[src/rtl/q2h_pkg.sv]
package q2h_pkg;

  // Field widths of the request and result channels.
  localparam int QUAT_WIDTH  = 16;
  localparam int ANGLE_WIDTH = 16;

  // Fixed-point formats and widths, most derived from the component width.
  localparam int FRAC      = QUAT_WIDTH - 1;
  localparam int PROD_W    = 2 * QUAT_WIDTH;
  localparam int TEST_W    = PROD_W + 1;
  localparam int VEC_W     = 31;
  localparam int MAG_W     = VEC_W - 1;
  localparam int ROT_W     = VEC_W + 3;
  localparam int ACC_W     = 32;
  localparam int THR_W     = 15;
  localparam int THR_SHIFT = 2 * FRAC - THR_W;
  localparam int ROUND_SH  = ACC_W - ANGLE_WIDTH;

  localparam logic signed [VEC_W-1:0] DEN_ONE   = VEC_W'(64'sd1 <<< (2 * FRAC - 3));
  localparam logic [ACC_W-1:0]        ANG_HALF  = ACC_W'(64'd1 << (ACC_W - 1));
  localparam logic [ACC_W-1:0]        ANG_ROUND = ACC_W'(64'd1 << (ROUND_SH - 1));
  localparam logic [THR_W-1:0]        THR_RESET = 15'd16351;

  localparam logic [1:0] REGION_NORMAL = 2'd0;
  localparam logic [1:0] REGION_NORTH  = 2'd1;
  localparam logic [1:0] REGION_SOUTH  = 2'd2;

  typedef struct packed {
    logic signed [QUAT_WIDTH-1:0] quat_x;
    logic signed [QUAT_WIDTH-1:0] quat_y;
    logic signed [QUAT_WIDTH-1:0] quat_z;
    logic signed [QUAT_WIDTH-1:0] quat_w;
  } q2h_in_t;

  typedef struct packed {
    logic signed [ANGLE_WIDTH-1:0] heading_angle;
    logic [1:0]                    pole_region;
  } q2h_out_t;

  // atan2 operands before normalization, with the OR of their magnitudes.
  typedef struct packed {
    logic signed [VEC_W-1:0] a;
    logic signed [VEC_W-1:0] b;
    logic [MAG_W-1:0]        mag;
    logic [1:0]              region;
  } q2h_vec_t;

  // CORDIC working vector and angle accumulator.
  typedef struct packed {
    logic signed [ROT_W-1:0] x;
    logic signed [ROT_W-1:0] y;
    logic [ACC_W-1:0]        ang;
    logic                    zero;
    logic [1:0]              region;
  } q2h_rot_t;

  // atan(2^-i) as a binary angle, a full turn being 2^32.
  function automatic logic [ACC_W-1:0] atan_tab(logic [4:0] idx);
    logic [ACC_W-1:0] v;
    unique case (idx)
      5'd0:    v = 32'h20000000;
      5'd1:    v = 32'h12E4051E;
      5'd2:    v = 32'h09FB385B;
      5'd3:    v = 32'h051111D4;
      5'd4:    v = 32'h028B0D43;
      5'd5:    v = 32'h0145D7E1;
      5'd6:    v = 32'h00A2F61E;
      5'd7:    v = 32'h00517C55;
      5'd8:    v = 32'h0028BE53;
      5'd9:    v = 32'h00145F2F;
      5'd10:   v = 32'h000A2F98;
      5'd11:   v = 32'h000517CC;
      5'd12:   v = 32'h00028BE6;
      5'd13:   v = 32'h000145F3;
      5'd14:   v = 32'h0000A2FA;
      5'd15:   v = 32'h0000517D;
      5'd16:   v = 32'h000028BE;
      5'd17:   v = 32'h0000145F;
      5'd18:   v = 32'h00000A30;
      5'd19:   v = 32'h00000518;
      5'd20:   v = 32'h0000028C;
      5'd21:   v = 32'h00000146;
      5'd22:   v = 32'h000000A3;
      5'd23:   v = 32'h00000051;
      5'd24:   v = 32'h00000029;
      5'd25:   v = 32'h00000014;
      5'd26:   v = 32'h0000000A;
      5'd27:   v = 32'h00000005;
      5'd28:   v = 32'h00000003;
      5'd29:   v = 32'h00000001;
      5'd30:   v = 32'h00000001;
      default: v = 32'h00000000;
    endcase
    return v;
  endfunction

endpackage

[src/rtl/q2h_finish.sv]
module q2h_finish
  import q2h_pkg::*;
(
  input  logic     clk,
  input  logic     rst_n,
  input  logic     in_vld,
  output logic     in_rdy,
  input  q2h_rot_t in_data,
  output logic     out_vld,
  input  logic     out_rdy,
  output q2h_out_t out_data
);

  localparam int NST = 2;

  logic [NST-1:0] vld_r;
  logic [NST:0]   en;

  assign en[NST] = out_rdy;
  for (genvar k = 0; k < NST; k++) begin : g_en
    assign en[k] = ~vld_r[k] | en[k+1];
  end

  always_ff @(posedge clk) begin
    if (!rst_n) begin
      vld_r <= '0;
    end else begin
      if (en[0]) vld_r[0] <= in_vld;
      if (en[1]) vld_r[1] <= vld_r[0];
    end
  end

  // Stage 1: a zero vector gives angle zero; pole branches double the angle, the south pole also negates it.
  logic [ACC_W-1:0] ang_r, ang_nxt, dbl;
  logic [1:0]       region_r;

  assign dbl = {in_data.ang[ACC_W-2:0], 1'b0};

  always_comb begin
    if (in_data.zero) begin
      ang_nxt = '0;
    end else begin
      case (in_data.region)
        REGION_NORTH: ang_nxt = dbl;
        REGION_SOUTH: ang_nxt = -dbl;
        default:      ang_nxt = in_data.ang;
      endcase
    end
  end

  // Stage 2: round to nearest, half up, wrapping around the circle.
  logic [ACC_W-1:0] rnd;
  q2h_out_t         out_r;

  assign rnd = ang_r + ANG_ROUND;

  always_ff @(posedge clk) begin
    if (en[0]) begin
      ang_r    <= ang_nxt;
      region_r <= in_data.region;
    end
    if (en[1]) begin
      out_r.heading_angle <= rnd[ACC_W-1 -: ANGLE_WIDTH];
      out_r.pole_region   <= region_r;
    end
  end

  assign in_rdy   = en[0];
  assign out_vld  = vld_r[NST-1];
  assign out_data = out_r;

endmodule

[config.mk]
export PLATFORM = sky130hd
export DESIGN_NAME = q2h_finish
export DESIGN_NICKNAME = d
export VERILOG_FILES = /design/src/rtl/q2h_pkg.sv /design/src/rtl/q2h_finish.sv
export SDC_FILE = /design/constraint.sdc
export NUM_CORES = 1
export LEC_CHECK = 0
export ABC_AREA = 1
export BUFFER_PORTS_ARGS = -buffer_cell sky130_fd_sc_hd__buf_2
export CAP_MARGIN = 20
export CORE_ASPECT_RATIO = 2
export CORE_UTILIZATION = 35
export CTS_CLUSTER_SIZE = 8
export DETAILED_ROUTE_END_ITERATION = 10
export GPL_TIMING_DRIVEN = 1
export PLACE_DENSITY_LB_ADDON = 0.2
export SLEW_MARGIN = 20
export SYNTH_ARGS = -nofsm -noshare
export SYNTH_HDL_FRONTEND = slang
export SYNTH_SLANG_ARGS = --single-unit
[constraint.sdc]
create_clock -name clk -period 4.7 [get_ports clk]
set_clock_uncertainty 0.2 [all_clocks]
set_input_delay 0.94 -clock clk [delete_from_list [all_inputs] [get_ports clk]]
set_output_delay 0.94 -clock clk [all_outputs]
set_load 0.02 [all_outputs]
==> flow_metrics.env <==
export IMPL_grt_max_degree=22
export IMPL_yosysSeqAreaShare_pct=47.0
export IMPL_layout_core_utilization_pct=44.5
export IMPL_synthCells=308
export IMPL_worst_hold_path_type="reg2reg"
export IMPL_hold_violations=0
export IMPL_drt_first_pass_iters=4
export IMPL_insertedDiodeCount=0
export IMPL_worst_ep_arrival_time_ps=1590
export IMPL_io_buffer_count=58
export IMPL_critPathCaptureType="output port"
export IMPL_die_height_um=120
export IMPL_timing_final_crit_period_ps=2730
export IMPL_cp_data_required_time_ps=3560
export IMPL_num_rows=42
export IMPL_layout_nets=477
export IMPL_startpoint="out_rdy"
export IMPL_worst_r2r_cell_count=8
export IMPL_synth_seq_cells=39
export IMPL_mostFrequentLayoutCell="buf_2"
export IMPL_drcViolationCount=0
export IMPL_cts_setup_buffers=0
export IMPL_total_wirelength_of_the_detailed_routed_design_mm=5.64
export IMPL_grt_pass1_wl_mm=9.27
export IMPL_rsz0062_at_grt="false"
export IMPL_vias=2175
export IMPL_timing_final_setup_violations=0
export IMPL_vias_per_cell=4.77
export IMPL_die_width_um=61.2
export IMPL_cts_repair_resized=0
export IMPL_power_total_uw=899
export IMPL_max_clock_freq_mhz=366
export IMPL_die_area_um2=7360
export IMPL_timing_max_cap_violations=0
export IMPL_clock_path_buffers=2
export IMPL_outcome="completed"
export IMPL_post_synth_top_area_fraction_pct=45.3
export IMPL_grt_pass1_vias=2081
export IMPL_synthesis_area_um2=2450
export IMPL_number_of_placed_instances_with_taps_included=448
export IMPL_most_common_layout_cells="buf_2 (58), nand2_1 (55), nor2_1 (46)"
export IMPL_final_cell_count_no_fill=456
export IMPL_final_antenna_net_count=0
export IMPL_yosysWarnings=0
export IMPL_clk_pin_slew_worst_paths_ps=50
export IMPL_timing_setup_tns_ps=0
export IMPL_place_gp_congestion=0.946
export IMPL_tightest_slew_ps=720
export IMPL_place_area_um2=2830
export IMPL_detail_route_iter0_violations=44
export IMPL_clockRootBuffer="clkbuf_16"
export IMPL_clock_insertion_delay_worst_skew_ps=280
export IMPL_hold_path_startpoint="region_r[0]"
export IMPL_critPathMaxFanout=21
export IMPL_initial_core_util_pct=36.7
export IMPL_routedWlPerCell_um=12.4
export IMPL_max_slew_margin_rel_pct=51.9
export IMPL_globalRouteTotalUtil_pct=17.5
export IMPL_clock_tree_htree_level_count=2
export IMPL_hold_buffers_post_cts=0
export IMPL_synth_nets=418
export IMPL_power_density_nw_per_um2=303
export IMPL_ir_drop_v=0.000122
export IMPL_area_delta_synth_final_pct=21.0
export IMPL_r2r_start="ang_r[15]"
export IMPL_design_core_area_um2=6670
export IMPL_synth_largest_area_cell="edfxtp_1"
export IMPL_layout_worst_path_cycle_share_pct=58.2
export IMPL_cts_num_sinks=39
export IMPL_synthesis_area_per_instance_um2=7.96
export IMPL_final_design_area_no_fill_um2=2970
export IMPL_antenna_violations_before_repair=0
export IMPL_yosys_top_cells_area="edfxtp_1 (45%), nand2_1 (8.4%), a21oi_1 (7.4%), nor2_1 (7.0%), nand3_1 (5.7%)"
export IMPL_i_o_pins=127
export IMPL_post_dp_hpwl_mm=4.74
export IMPL_tritoncts_num_buffers=5
export IMPL_layout_drive_gt1_share_pct=21.5
export IMPL_maxSlewViolCount=0
export IMPL_grt_overflow_total=0
export IMPL_total_leakage_power_nw=1.31
export IMPL_cp_start_kind="input port"
export IMPL_cts_tree="yes"
export IMPL_timing_setup_critical_path_class="in2out"
export IMPL_whs_path_depth=0
export IMPL_ys_types=22
worst paths after layout:
path                                endpoint  slack [ps]
worst max-delay path                  in_rdy        1970
worst min-delay path             out_data[0]         220
worst max register to register  out_data[17]        2910
worst min register to register   out_data[0]         220
critical path, stage by stage:
cell and delay (ps):
buf_2 70, inv_1 40, nand3_1 60, buf_4 260, buf_2 210
layer usage:
metal  vias up  GRT usage (%)  wire length, um  share of wire [%]
met5         -              0                0                  0
met4         0           14.8              472                8.4
met3        20           3.32              178                3.2
met2        71           32.3             3170                 56
met1       940           14.4             1830                 32
li1       1144              -                -                  -
per-stage QoR:
stage               hold slack [ps]  setup slack (ps)
finish                          221              1970
global route                    231              1900
CTS                             226              1940
detailed placement              211              1840
global placement                208              1850
floorplan                       200              1960
cells in the mapped netlist:
cell and instances:
nor3_1 1, nor2_4 2, inv_1 36, nor2_1 46, edfxtp_1 37, o21ai_1 3
xnor2_1 9, nand2_2 2, clkbuf_1 4, nor2_2 7, ha_1 3, buf_1 1
a21oi_1 36, xor2_1 6, o21ai_0 19, nand4_2 1, nand4_1 5, buf_2 2
nand3_1 28, dfxtp_1 2, nand3_2 3, nand2_1 55
cells by family (layout without fill, tap and decap cells):
group	count (synthesis)	count (layout)	synth area share, %
compound gates	58	58	11.8
fa+ha+maj	3	3	1.53
simple gates	150	150	27.6
buf+inv	43	103	6.69
flops	39	39	47.0
xor+xnor	15	15	5.36
registers in the layout, indices dropped and copies added (netlist names):
register / cells
ang_r: 17
out_data: 18
region_r: 2
vld_r: 2
power by group:
| part | leakage [nW] | switching, mW | internal [mW] |
|---|---|---|---|
| Combinational | 0.808 | 0.0957 | 0.0547 |
| Clock | 0.0652 | 0.111 | 0.197 |
| Sequential | 0.436 | 0.0169 | 0.424 |
| Total | 1.31 | 0.224 | 0.675 |
area by class of cell:
type	count	area (um^2)
clock buffer	8	136
fill	720	3710
inverter	36	135
multi-input combinational	226	1140
sequential	39	1150
tap	88	110
timing repair buffer	59	298
(Power assumes the default switching activity.)
