<file path="src/rtl/q2h_pkg.sv">
package q2h_pkg;

  // Field widths of the request and result channels.
  localparam int QUAT_WIDTH  = 16;
  localparam int ANGLE_WIDTH = 16;

  // Fixed-point formats and widths, most derived from the component width.
  localparam int FRAC      = QUAT_WIDTH - 1;
  localparam int PROD_W    = 2 * QUAT_WIDTH;
  localparam int TEST_W    = PROD_W + 1;
  localparam int VEC_W     = 31;
  localparam int MAG_W     = VEC_W - 1;
  localparam int ROT_W     = VEC_W + 3;
  localparam int ACC_W     = 32;
  localparam int THR_W     = 15;
  localparam int THR_SHIFT = 2 * FRAC - THR_W;
  localparam int ROUND_SH  = ACC_W - ANGLE_WIDTH;

  localparam logic signed [VEC_W-1:0] DEN_ONE   = VEC_W'(64'sd1 <<< (2 * FRAC - 3));
  localparam logic [ACC_W-1:0]        ANG_HALF  = ACC_W'(64'd1 << (ACC_W - 1));
  localparam logic [ACC_W-1:0]        ANG_ROUND = ACC_W'(64'd1 << (ROUND_SH - 1));
  localparam logic [THR_W-1:0]        THR_RESET = 15'd16351;

  localparam logic [1:0] REGION_NORMAL = 2'd0;
  localparam logic [1:0] REGION_NORTH  = 2'd1;
  localparam logic [1:0] REGION_SOUTH  = 2'd2;

  typedef struct packed {
    logic signed [QUAT_WIDTH-1:0] quat_x;
    logic signed [QUAT_WIDTH-1:0] quat_y;
    logic signed [QUAT_WIDTH-1:0] quat_z;
    logic signed [QUAT_WIDTH-1:0] quat_w;
  } q2h_in_t;

  typedef struct packed {
    logic signed [ANGLE_WIDTH-1:0] heading_angle;
    logic [1:0]                    pole_region;
  } q2h_out_t;

  // atan2 operands before normalization, with the OR of their magnitudes.
  typedef struct packed {
    logic signed [VEC_W-1:0] a;
    logic signed [VEC_W-1:0] b;
    logic [MAG_W-1:0]        mag;
    logic [1:0]              region;
  } q2h_vec_t;

  // CORDIC working vector and angle accumulator.
  typedef struct packed {
    logic signed [ROT_W-1:0] x;
    logic signed [ROT_W-1:0] y;
    logic [ACC_W-1:0]        ang;
    logic                    zero;
    logic [1:0]              region;
  } q2h_rot_t;

  // atan(2^-i) as a binary angle, a full turn being 2^32.
  function automatic logic [ACC_W-1:0] atan_tab(logic [4:0] idx);
    logic [ACC_W-1:0] v;
    unique case (idx)
      5'd0:    v = 32'h20000000;
      5'd1:    v = 32'h12E4051E;
      5'd2:    v = 32'h09FB385B;
      5'd3:    v = 32'h051111D4;
      5'd4:    v = 32'h028B0D43;
      5'd5:    v = 32'h0145D7E1;
      5'd6:    v = 32'h00A2F61E;
      5'd7:    v = 32'h00517C55;
      5'd8:    v = 32'h0028BE53;
      5'd9:    v = 32'h00145F2F;
      5'd10:   v = 32'h000A2F98;
      5'd11:   v = 32'h000517CC;
      5'd12:   v = 32'h00028BE6;
      5'd13:   v = 32'h000145F3;
      5'd14:   v = 32'h0000A2FA;
      5'd15:   v = 32'h0000517D;
      5'd16:   v = 32'h000028BE;
      5'd17:   v = 32'h0000145F;
      5'd18:   v = 32'h00000A30;
      5'd19:   v = 32'h00000518;
      5'd20:   v = 32'h0000028C;
      5'd21:   v = 32'h00000146;
      5'd22:   v = 32'h000000A3;
      5'd23:   v = 32'h00000051;
      5'd24:   v = 32'h00000029;
      5'd25:   v = 32'h00000014;
      5'd26:   v = 32'h0000000A;
      5'd27:   v = 32'h00000005;
      5'd28:   v = 32'h00000003;
      5'd29:   v = 32'h00000001;
      5'd30:   v = 32'h00000001;
      default: v = 32'h00000000;
    endcase
    return v;
  endfunction

endpackage

</file>
<file path="src/rtl/q2h_norm.sv">
module q2h_norm
  import q2h_pkg::*;
(
  input  logic     clk,
  input  logic     rst_n,
  input  logic     in_vld,
  output logic     in_rdy,
  input  q2h_vec_t in_data,
  output logic     out_vld,
  input  logic     out_rdy,
  output q2h_rot_t out_data
);

  localparam int NST = 3;

  logic [NST-1:0] vld_r;
  logic [NST:0]   en;

  assign en[NST] = out_rdy;
  for (genvar k = 0; k < NST; k++) begin : g_en
    assign en[k] = ~vld_r[k] | en[k+1];
  end

  always_ff @(posedge clk) begin
    if (!rst_n) begin
      vld_r <= '0;
    end else begin
      if (en[0]) vld_r[0] <= in_vld;
      for (int i = 1; i < NST; i++) begin
        if (en[i]) vld_r[i] <= vld_r[i-1];
      end
    end
  end

  // Shifts both operands left by sh when the top sh bits of the magnitude are clear.
  function automatic q2h_vec_t norm_step(q2h_vec_t v, int unsigned sh);
    q2h_vec_t r;
    r = v;
    if ((v.mag >> (MAG_W - sh)) == '0) begin
      r.a   = v.a <<< sh;
      r.b   = v.b <<< sh;
      r.mag = v.mag << sh;
    end
    return r;
  endfunction

  q2h_vec_t n1_r, n1_nxt, n2_r, n2_nxt;
  q2h_rot_t rot_r, rot_nxt;

  assign n1_nxt = norm_step(norm_step(in_data, 16), 8);
  assign n2_nxt = norm_step(norm_step(norm_step(n1_r, 4), 2), 1);

  // Start vector: x from the second operand; a negative x is folded over by half a turn.
  always_comb begin
    rot_nxt.x      = ROT_W'(n2_r.b);
    rot_nxt.y      = ROT_W'(n2_r.a);
    rot_nxt.ang    = '0;
    rot_nxt.zero   = ~n2_r.mag[MAG_W-1];
    rot_nxt.region = n2_r.region;
    if (n2_r.b[VEC_W-1]) begin
      rot_nxt.x   = -ROT_W'(n2_r.b);
      rot_nxt.y   = -ROT_W'(n2_r.a);
      rot_nxt.ang = ANG_HALF;
    end
  end

  always_ff @(posedge clk) begin
    if (en[0]) n1_r  <= n1_nxt;
    if (en[1]) n2_r  <= n2_nxt;
    if (en[2]) rot_r <= rot_nxt;
  end

  assign in_rdy   = en[0];
  assign out_vld  = vld_r[NST-1];
  assign out_data = rot_r;

endmodule

</file>
<file path="config.mk">
export PLATFORM = sky130hd
export DESIGN_NAME = q2h_norm
export DESIGN_NICKNAME = d
export VERILOG_FILES = /design/src/rtl/q2h_pkg.sv /design/src/rtl/q2h_norm.sv
export SDC_FILE = /design/constraint.sdc
export NUM_CORES = 1
export LEC_CHECK = 0
export ABC_CLOCK_PERIOD_IN_PS = 4500
export BUFFER_PORTS_ARGS = -buffer_cell sky130_fd_sc_hd__buf_2
export CAP_MARGIN = 20
export CORE_ASPECT_RATIO = 0.8
export CORE_MARGIN = 5
export CORE_UTILIZATION = 40
export DETAILED_ROUTE_END_ITERATION = 12
export GPL_ROUTABILITY_DRIVEN = 0
export PLACE_DENSITY_LB_ADDON = 0.25
export SYNTH_ARGS = -nofsm -noshare
export SYNTH_HDL_FRONTEND = slang
export SYNTH_SLANG_ARGS = --single-unit
</file>
<file path="constraint.sdc">
create_clock -name clk -period 4.5 [get_ports clk]
set_input_delay 1.125 -clock clk [delete_from_list [all_inputs] [get_ports clk]]
set_output_delay 1.125 -clock clk [all_outputs]
set_load 0.02 [all_outputs]
</file>
==> metrics <==
FF-to-FF setup slack 1.54 ns; Die X 203 microns; register clock-pin slew on the reported worst setup and hold paths 0.05 ns; Yosys reg bits 212; Syn. warnings 0; Net count, final 1202; Synth Cell Area 11900 sq um; period utilization 67.5%; H-tree lvl count 1; worst setup path start out_rdy; vias in the first global route 7675; Worst Tran Pin Value 0.958 ns; Fin Setup TNS 0 ns; CTS tree yes; Worst Setup Start Kind input port; CTS hold repair buffers 0; arrival time of the worst setup path 1.91 ns; layout cells sized above 1 24.3%; Async SR Flop Fraction 0%; drt pass-1 iters 5; reg2reg path depth 5; register area share after synthesis 53.3%; EDFF count, synth 209; Clock Skew 0.0144 ns; drt drc 0; Worst Setup Path Type in2out; clock buffer count from CTS 24; Final setup viols 0; IO buf count 171; RSZ-0062 raised after global routing false; detailed router's first-iteration violation count 688; starting density of the core 40.6%; Hold WC Path Type reg2reg; Core Region 29300 sq um; synthesis-to-layout area growth 15.4%; Slew headroom 36.2%; # diodes 0; worst vdd ir 267 uV; Routed Antenna Nets 0; initial antenna violation count 0; io pins 203; Routed wire per std cell 19.2 microns; maxcap violations 0; Clock Sinks 212; R2R Path Start n1_r[31]; dominant cells by area after synthesis edfxtp_1, mux2i_1, xnor2_1; grt ovf 0; Layout fillers 2723; Synth cell types 62; Post-CTS Setup Inserts 0; status finished clean; DP Wirelength 21.3 mm; Main synth FF type edfxtp_1; fmax 329 MHz; Cells after Synth 944; later-pin clock latency in the skew report 0.52 ns; full die area 33300 sq um; Leak 5.04 nW; total number of vias 7960; global-route wire length before repair 45.3 mm; hold slack 0.409 ns; Final Hold Vio Count 0; largest net degree at the start of global routing 74; CP Capture Type primary output; top-area cell type share of the netlist area 52.8%; Die Height 164 microns; Resized cells post-CTS 0; Crit Reg-Reg Endpoint n2_r[93]; P per Cell Area 397 nW/um^2; min cycle time layout 3.04 ns; clk root buf clkbuf_16; leading area contributor after synthesis edfxtp_1; final slew viol count 0; Setup crit end in_rdy; Rows 56; critical-path maximum fanout 5; vias per cell 5.32; Routed WL 28.7 mm; Avg Cell Area, Syn 12.6 sq um; Clock Path Buffers 3; aggregate global-route resource usage 16.8%; CP required 3.38 ns
## logic make-up (layout without fill, tap and decap cells)
group,Yosys count,count (layout),share of synthesized area (%)
and+or+nand+nor,187,187,8.63
adders and majority gates,2,2,0.210
xor gates and xnor gates,57,57,4.20
AOI/OAI and AO/OA,183,183,11.3
other,1,34,0.0315
DFF,212,212,53.3
muxes,202,202,17.5
buffers and inverters,100,241,4.83
## metal layers
layer  vias to the layer above  part of all wire [%]  global-route usage [%]
li1                       3917                     -                       -
met1                      3707                    55                    29.2
met2                       308                    36                    20.8
met3                        28                   7.0                    3.18
met4                         0                   1.7                    3.36
met5                         -                     0                       0
## worst min path at each step
| stage | startpoint | to | slack [ns] | cells past startpoint |
|---|---|---|---|---|
| after CTS | n1_r[1] | n2_r[1] | 0.41 | 0 |
| after detailed placement | n2_r[0] | out_data[0] | 0.40 | 0 |
| after global routing | n1_r[1] | n2_r[1] | 0.42 | 0 |
| after floorplan | n1_r[0] | n2_r[0] | 0.40 | 0 |
| after global placement | n2_r[1] | out_data[1] | 0.40 | 0 |
| final | n1_r[1] | n2_r[1] | 0.41 | 0 |
## state kept, by name, summed over array words and instances, names as in the netlist
name / count
n1_r: 72
n2_r: 65
out_data: 72
vld_r: 3
## final cells by class
cell class                 count  area [sq um]  area share [%]
clock buffer                  27           612            4.46
tap                          377           472            3.44
sequential                   212          6340            46.2
timing repair buffer         188          1000            7.31
clock inverter                15           116           0.848
inverter                      11          41.3           0.301
multi-input combinational    665          5140            37.5
## critical path: stages
cell	delay (ns)
buf_2	0.10
nor2b_1	0.41
nand3_4	0.11
buf_2	0.17
## power by group
part,switching [mW],internal [mW]
Combinational,0.595,0.391
Clock,0.769,1.04
Sequential,0.172,2.49
Total,1.54,3.92
## synthesized netlist by cell type (4+ instances only)
master	count
mux2i_1	152
a211oi_1	18
and2_1	19
inv_1	11
mux2_1	30
nand2_1	37
or2_2	5
o41ai_1	15
edfxtp_1	209
o31ai_1	18
nand2b_1	10
a22o_1	16
nor2b_1	4
mux2_2	20
nand3_1	6
or4_1	6
nor2_1	45
nor3_1	5
and3_1	14
a21oi_1	4
a31oi_1	15
a221oi_1	16
xnor2_1	56
o21ai_1	25
clkbuf_1	29
a221o_1	4
nor4_1	11
buf_2	18
nor4_2	6
buf_4	39
o21ai_0	32
## cell usage in the layout, fill, tap and decap left out, types with 5 or more instances in the layout
cell type / instances
or4_1: 6
nor4_1: 10
and2_1: 19
nor4_2: 6
o31ai_1: 18
o21ai_0: 32
o41ai_1: 15
buf_4: 15
nor2_1: 45
clkinv_2: 6
a22o_1: 16
mux2i_1: 152
mux2_1: 30
nand2b_1: 10
nand3_1: 5
edfxtp_1: 209
xnor2_1: 56
a221oi_1: 16
buf_2: 171
inv_1: 10
and3_1: 14
clkbuf_16: 24
conb_1: 34
a31oi_1: 15
mux2_2: 20
nor3_1: 5
or2_2: 5
a211oi_1: 18
o21ai_1: 25
nand2_1: 34
## metrics by stage
stage | instance area [sq um] | total power [mW] | setup slack (ns) | cells | util [%]
finish | 13700 | 5.46 | 1.46 | 1495 | 46.9
global route | 13700 | 5.71 | 1.38 | 1495 | 46.9
CTS | 13700 | 5.52 | 1.46 | 1494 | 46.8
detailed placement | 13000 | 3.69 | 1.15 | 1452 | 44.3
global placement | 13000 | 3.68 | 1.21 | 1452 | 44.3
floorplan | 12000 | 3.34 | 0.211 | 977 | -
(Power assumes the default switching activity.)
