## src/rtl/q2h_pkg.sv

```systemverilog
package q2h_pkg;

  // Field widths of the request and result channels.
  localparam int QUAT_WIDTH  = 16;
  localparam int ANGLE_WIDTH = 16;

  // Fixed-point formats and widths, most derived from the component width.
  localparam int FRAC      = QUAT_WIDTH - 1;
  localparam int PROD_W    = 2 * QUAT_WIDTH;
  localparam int TEST_W    = PROD_W + 1;
  localparam int VEC_W     = 31;
  localparam int MAG_W     = VEC_W - 1;
  localparam int ROT_W     = VEC_W + 3;
  localparam int ACC_W     = 32;
  localparam int THR_W     = 15;
  localparam int THR_SHIFT = 2 * FRAC - THR_W;
  localparam int ROUND_SH  = ACC_W - ANGLE_WIDTH;

  localparam logic signed [VEC_W-1:0] DEN_ONE   = VEC_W'(64'sd1 <<< (2 * FRAC - 3));
  localparam logic [ACC_W-1:0]        ANG_HALF  = ACC_W'(64'd1 << (ACC_W - 1));
  localparam logic [ACC_W-1:0]        ANG_ROUND = ACC_W'(64'd1 << (ROUND_SH - 1));
  localparam logic [THR_W-1:0]        THR_RESET = 15'd16351;

  localparam logic [1:0] REGION_NORMAL = 2'd0;
  localparam logic [1:0] REGION_NORTH  = 2'd1;
  localparam logic [1:0] REGION_SOUTH  = 2'd2;

  typedef struct packed {
    logic signed [QUAT_WIDTH-1:0] quat_x;
    logic signed [QUAT_WIDTH-1:0] quat_y;
    logic signed [QUAT_WIDTH-1:0] quat_z;
    logic signed [QUAT_WIDTH-1:0] quat_w;
  } q2h_in_t;

  typedef struct packed {
    logic signed [ANGLE_WIDTH-1:0] heading_angle;
    logic [1:0]                    pole_region;
  } q2h_out_t;

  // atan2 operands before normalization, with the OR of their magnitudes.
  typedef struct packed {
    logic signed [VEC_W-1:0] a;
    logic signed [VEC_W-1:0] b;
    logic [MAG_W-1:0]        mag;
    logic [1:0]              region;
  } q2h_vec_t;

  // CORDIC working vector and angle accumulator.
  typedef struct packed {
    logic signed [ROT_W-1:0] x;
    logic signed [ROT_W-1:0] y;
    logic [ACC_W-1:0]        ang;
    logic                    zero;
    logic [1:0]              region;
  } q2h_rot_t;

  // atan(2^-i) as a binary angle, a full turn being 2^32.
  function automatic logic [ACC_W-1:0] atan_tab(logic [4:0] idx);
    logic [ACC_W-1:0] v;
    unique case (idx)
      5'd0:    v = 32'h20000000;
      5'd1:    v = 32'h12E4051E;
      5'd2:    v = 32'h09FB385B;
      5'd3:    v = 32'h051111D4;
      5'd4:    v = 32'h028B0D43;
      5'd5:    v = 32'h0145D7E1;
      5'd6:    v = 32'h00A2F61E;
      5'd7:    v = 32'h00517C55;
      5'd8:    v = 32'h0028BE53;
      5'd9:    v = 32'h00145F2F;
      5'd10:   v = 32'h000A2F98;
      5'd11:   v = 32'h000517CC;
      5'd12:   v = 32'h00028BE6;
      5'd13:   v = 32'h000145F3;
      5'd14:   v = 32'h0000A2FA;
      5'd15:   v = 32'h0000517D;
      5'd16:   v = 32'h000028BE;
      5'd17:   v = 32'h0000145F;
      5'd18:   v = 32'h00000A30;
      5'd19:   v = 32'h00000518;
      5'd20:   v = 32'h0000028C;
      5'd21:   v = 32'h00000146;
      5'd22:   v = 32'h000000A3;
      5'd23:   v = 32'h00000051;
      5'd24:   v = 32'h00000029;
      5'd25:   v = 32'h00000014;
      5'd26:   v = 32'h0000000A;
      5'd27:   v = 32'h00000005;
      5'd28:   v = 32'h00000003;
      5'd29:   v = 32'h00000001;
      5'd30:   v = 32'h00000001;
      default: v = 32'h00000000;
    endcase
    return v;
  endfunction

endpackage

```

## src/rtl/q2h_front.sv

```systemverilog
module q2h_front
  import q2h_pkg::*;
(
  input  logic             clk,
  input  logic             rst_n,
  input  logic [THR_W-1:0] pole_thr,
  input  logic             in_vld,
  output logic             in_rdy,
  input  q2h_in_t          in_data,
  output logic             out_vld,
  input  logic             out_rdy,
  output q2h_vec_t         out_data
);

  localparam int NST = 4;

  logic [NST-1:0] vld_r;
  logic [NST:0]   en;

  assign en[NST] = out_rdy;
  for (genvar k = 0; k < NST; k++) begin : g_en
    assign en[k] = ~vld_r[k] | en[k+1];
  end

  always_ff @(posedge clk) begin
    if (!rst_n) begin
      vld_r <= '0;
    end else begin
      if (en[0]) vld_r[0] <= in_vld;
      for (int i = 1; i < NST; i++) begin
        if (en[i]) vld_r[i] <= vld_r[i-1];
      end
    end
  end

  // Stage 1: the six component products.
  logic signed [PROD_W-1:0]     xy_r, zw_r, yw_r, xz_r, yy_r, zz_r;
  logic signed [QUAT_WIDTH-1:0] qx1_r, qw1_r;

  always_ff @(posedge clk) begin
    if (en[0]) begin
      xy_r  <= in_data.quat_x * in_data.quat_y;
      zw_r  <= in_data.quat_z * in_data.quat_w;
      yw_r  <= in_data.quat_y * in_data.quat_w;
      xz_r  <= in_data.quat_x * in_data.quat_z;
      yy_r  <= in_data.quat_y * in_data.quat_y;
      zz_r  <= in_data.quat_z * in_data.quat_z;
      qx1_r <= in_data.quat_x;
      qw1_r <= in_data.quat_w;
    end
  end

  // Stage 2: pole test value and the atan2 operands of the normal case, both scaled by 1/8.
  logic signed [TEST_W-1:0]     test_r, test_nxt;
  logic signed [VEC_W-1:0]      num_r, num_nxt, den_r, den_nxt;
  logic signed [QUAT_WIDTH-1:0] qx2_r, qw2_r;

  always_comb begin
    test_nxt = TEST_W'(xy_r) + TEST_W'(zw_r);
    num_nxt  = VEC_W'(yw_r >>> 2) - VEC_W'(xz_r >>> 2);
    den_nxt  = DEN_ONE - VEC_W'(yy_r >>> 2) - VEC_W'(zz_r >>> 2);
  end

  always_ff @(posedge clk) begin
    if (en[1]) begin
      test_r <= test_nxt;
      num_r  <= num_nxt;
      den_r  <= den_nxt;
      qx2_r  <= qx1_r;
      qw2_r  <= qw1_r;
    end
  end

  // Stage 3: region decision and operand selection.
  logic signed [TEST_W-1:0] thr_s;
  logic                     north, south;
  logic signed [VEC_W-1:0]  a_r, b_r, a_nxt, b_nxt;
  logic [1:0]               region_r, region_nxt;

  assign thr_s = TEST_W'({1'b0, pole_thr, {THR_SHIFT{1'b0}}});
  assign north = test_r > thr_s;
  assign south = test_r < -thr_s;

  always_comb begin
    if (north || south) begin
      a_nxt      = VEC_W'(qx2_r);
      b_nxt      = VEC_W'(qw2_r);
      region_nxt = north ? REGION_NORTH : REGION_SOUTH;
    end else begin
      a_nxt      = num_r;
      b_nxt      = den_r;
      region_nxt = REGION_NORMAL;
    end
  end

  always_ff @(posedge clk) begin
    if (en[2]) begin
      a_r      <= a_nxt;
      b_r      <= b_nxt;
      region_r <= region_nxt;
    end
  end

  // Stage 4: magnitudes, merged by OR for the leading-one search.
  logic [VEC_W-1:0] mag_a, mag_b;
  q2h_vec_t         vec_r;

  assign mag_a = a_r[VEC_W-1] ? VEC_W'(-a_r) : VEC_W'(a_r);
  assign mag_b = b_r[VEC_W-1] ? VEC_W'(-b_r) : VEC_W'(b_r);

  always_ff @(posedge clk) begin
    if (en[3]) begin
      vec_r.a      <= a_r;
      vec_r.b      <= b_r;
      vec_r.mag    <= mag_a[MAG_W-1:0] | mag_b[MAG_W-1:0];
      vec_r.region <= region_r;
    end
  end

  assign in_rdy   = en[0];
  assign out_vld  = vld_r[NST-1];
  assign out_data = vec_r;

endmodule

```

## config.mk

```make
export PLATFORM = sky130hd
export DESIGN_NAME = q2h_front
export DESIGN_NICKNAME = d
export VERILOG_FILES = /design/src/rtl/q2h_pkg.sv /design/src/rtl/q2h_front.sv
export SDC_FILE = /design/constraint.sdc
export NUM_CORES = 2
export LEC_CHECK = 0
export BUFFER_PORTS_ARGS = -buffer_cell sky130_fd_sc_hd__buf_4
export CAP_MARGIN = 10
export CELL_PAD_IN_SITES_DETAIL_PLACEMENT = 2
export CELL_PAD_IN_SITES_GLOBAL_PLACEMENT = 2
export CORE_MARGIN = 2
export CORE_UTILIZATION = 45
export DETAILED_ROUTE_END_ITERATION = 10
export PLACE_DENSITY_LB_ADDON = 0.1
export SYNTH_ARGS = -nofsm -noshare
export SYNTH_HDL_FRONTEND = slang
export SYNTH_SLANG_ARGS = --single-unit
```

## constraint.sdc

```tcl
create_clock -name clk -period 15.2 [get_ports clk]
set_input_delay 2.28 -clock clk [delete_from_list [all_inputs] [get_ports clk]]
set_output_delay 2.28 -clock clk [all_outputs]
set_load 0.1 [all_outputs]
```

==> out/qor.csv <==
metric;value;unit
outcome;finished clean;
Worst Hold Class;flip-flop to flip-flop;
fmax;110;MHz
TritonRoute pass-1 iters;5;
Post-synth EDFFs;501;
die area;182000;sq um
CP Launch Type;input port;
Die Width;427;um
routability cong.;0.889;
top cell type's share of synthesized area;37.7;%
Layout area overhead;6.78;%
CP required;15.68;ns
fin crit share;59.6;%
DR WL/cell;26.4;um
commonest non-fill, non-tap cells in the layout;inv_1 (1980), fa_1 (1517), nand2_1 (764);
vias in the first global route;68300;
largest family of logic cells by synthesized area;adder cells;
mux contribution to synthesized area;0.960;%
fin nets;10300;
CTS root buffer;clkbuf_16;
Mapped Nets;10300;
mean post-synth cell area;10.0;sq um
post-synth top area cell;fa_1;
total negative setup slack;0;ns
critical path capture point type;flip-flop;
vias;57000;
max_slew headroom;17.2;%
Least-Margin Pin Slew;1.24;ns
commonest non-fill, non-tap cell in the layout;inv_1;
share of cells above drive strength 1;5.26;%
Post-Synth Simple-Gate Area;11.6;%
post-synthesis sequential area ratio;18.8;%
row cnt;155;
ys flop type;edfxtp_1;
synthesized instance count;8026;
max cap viols;0;
Yosys reg bits;505;
xor/xnor share of the synthesized area;3.86;%
Total GRT Usage;30.8;%
Synth Area in Adders;48.1;%
largest net degree at the start of global routing;77;
Worst Skew;0.0642;ns
Post-synth ARST share;0;%
Fillers;18500;
initial antenna violation count;28;
RSZ-0062 raised after global routing;no;
Initial Util;45.2;%
cts bufs inserted;58;
TritonCTS clock tree;yes;
CTS clk-pin slew, worst paths;0.07;ns
clk sinks;505;
postcts setup bufs;0;
Syn Std Cell Area;80500;sq um
IO Count;179;
Synth Warn #;0;
Setup-failing EPs final;0;
Worst Path Max Fanout;24;
DRC;0;
buffer levels on the longest clock path;3;
top post-synthesis cells by area;fa_1 (38%), edfxtp_1 (19%), ha_1 (10%);
Final Hold Vio Count;0;
H-tree Lvls;2;
max-slew violations;0;
Worst-Skew Late Latency;0.73;ns
DRT iter0 DRCs;3094;
compound-gate portion of the synthesized area;6.10;%
DP Wirelength;217;mm
first-pass GRT wire length;421;mm
Post-CTS Resized;0;
post-synthesis cell type count;93;
hold buffers post-CTS;0;
port bufs;178;
WL final;275;mm
core footprint;178000;sq um
min Tclk post-route;9.07;ns
kind of critical path;input port to flip-flop;
gr ovfl total;0;
Vias/cell;5.47;
Post-DRT Antenna Nets;0;
crit path DAT;9.54;ns
die height;427;um
[final cells by class]
type	count	area [sq um]	area share [%]
multi-input combinational	5251	56900	66.2
sequential	505	15100	17.6
inverter	1986	7460	8.68
tap	2355	2950	3.43
timing repair buffer	209	1570	1.82
clock buffer	66	1480	1.72
clock inverter	42	507	0.589
antenna	3	7.51	0.00873
[kinds of logic (layout without fill, tap and decap cells)]
group / count (synthesis) / in the layout
mux: 69 / 69
simple gates: 1899 / 1899
other cells: 0 / 3
fa+ha+maj: 2188 / 2188
xor+xnor: 355 / 355
compound gates: 740 / 740
buf+inv: 2270 / 2303
flops: 505 / 505
[cells in the mapped netlist (9+ instances only)]
cell          n
inv_1      1982
fa_1       1517
nand2_1     766
ha_1        671
and2_1      551
edfxtp_1    501
xnor2_1     261
clkbuf_1    259
nor2_1      239
a21oi_1     228
o21ai_0     118
a21o_1      102
xor2_1       94
mux2_2       62
nor3_1       61
o21a_1       60
nand3_1      59
nand2b_1     48
nor2b_1      42
o21bai_1     36
and3_1       31
nand4_1      22
a211oi_1     21
o31ai_1      21
nor4_1       20
a31oi_1      18
buf_1        18
o211ai_1     18
or3_1        14
a31o_2       13
o2111ai_1     9
[metrics by stage]
step	hold slack [ns]	instance area, sq um	util, %	setup WS [ns]	cells
6_report	0.413	86000	48.3	6.13	10400
3_3_place_gp	0.401	84000	47.2	5.63	10300
3_5_place_dp	0.406	84000	47.2	5.49	10300
4_1_cts	0.413	86000	48.3	6.19	10400
5_1_grt	0.416	86000	48.3	5.77	10400
2_1_floorplan	0.400	80500	-	5.22	8026
[state kept, by name, summed over array words and instances, names as in the netlist, 31 cells and up]
| signal | count |
|---|---|
| num_r | 31 |
| a_r | 31 |
| den_r | 31 |
| b_r | 31 |
| zw_r | 32 |
| xy_r | 32 |
| out_data | 94 |
| test_r | 33 |
[worst max-delay path, stage by stage]
cell,delay [ns]
buf_4,0.35
buf_4,0.47
inv_1,0.30
nor2_1,0.32
fa_1,0.63
fa_1,0.94
fa_1,0.54
fa_1,0.52
fa_1,0.49
inv_1,0.05
fa_1,0.48
inv_1,0.04
ha_1,0.31
and4_1,0.22
nand2_1,0.10
or3b_2,0.47
a21oi_1,0.18
o21a_1,0.21
o311ai_0,0.22
o311ai_1,0.35
[routing by layer]
layer / global-route usage [%] / wire (um)
met1: 39.0 / 112000
met3: 2.26 / 10200
met4: 10.2 / 10300
met2: 55.7 / 142000
met5: 0 / 14
[final timing paths]
path,startpoint,cells past startpoint,to,slack (ns)
setup reg to reg,xy_r[0],13,test_r[28],10.33
hold reg to reg,qx1_r[13],0,qx2_r[13],0.41
hold / removal,qx1_r[13],0,qx2_r[13],0.41
setup / recovery,in_data[19],20,zz_r[30],6.13
Power is not shown: default switching activity piles up to over one toggle a cycle in this logic, so the estimate is an artifact.
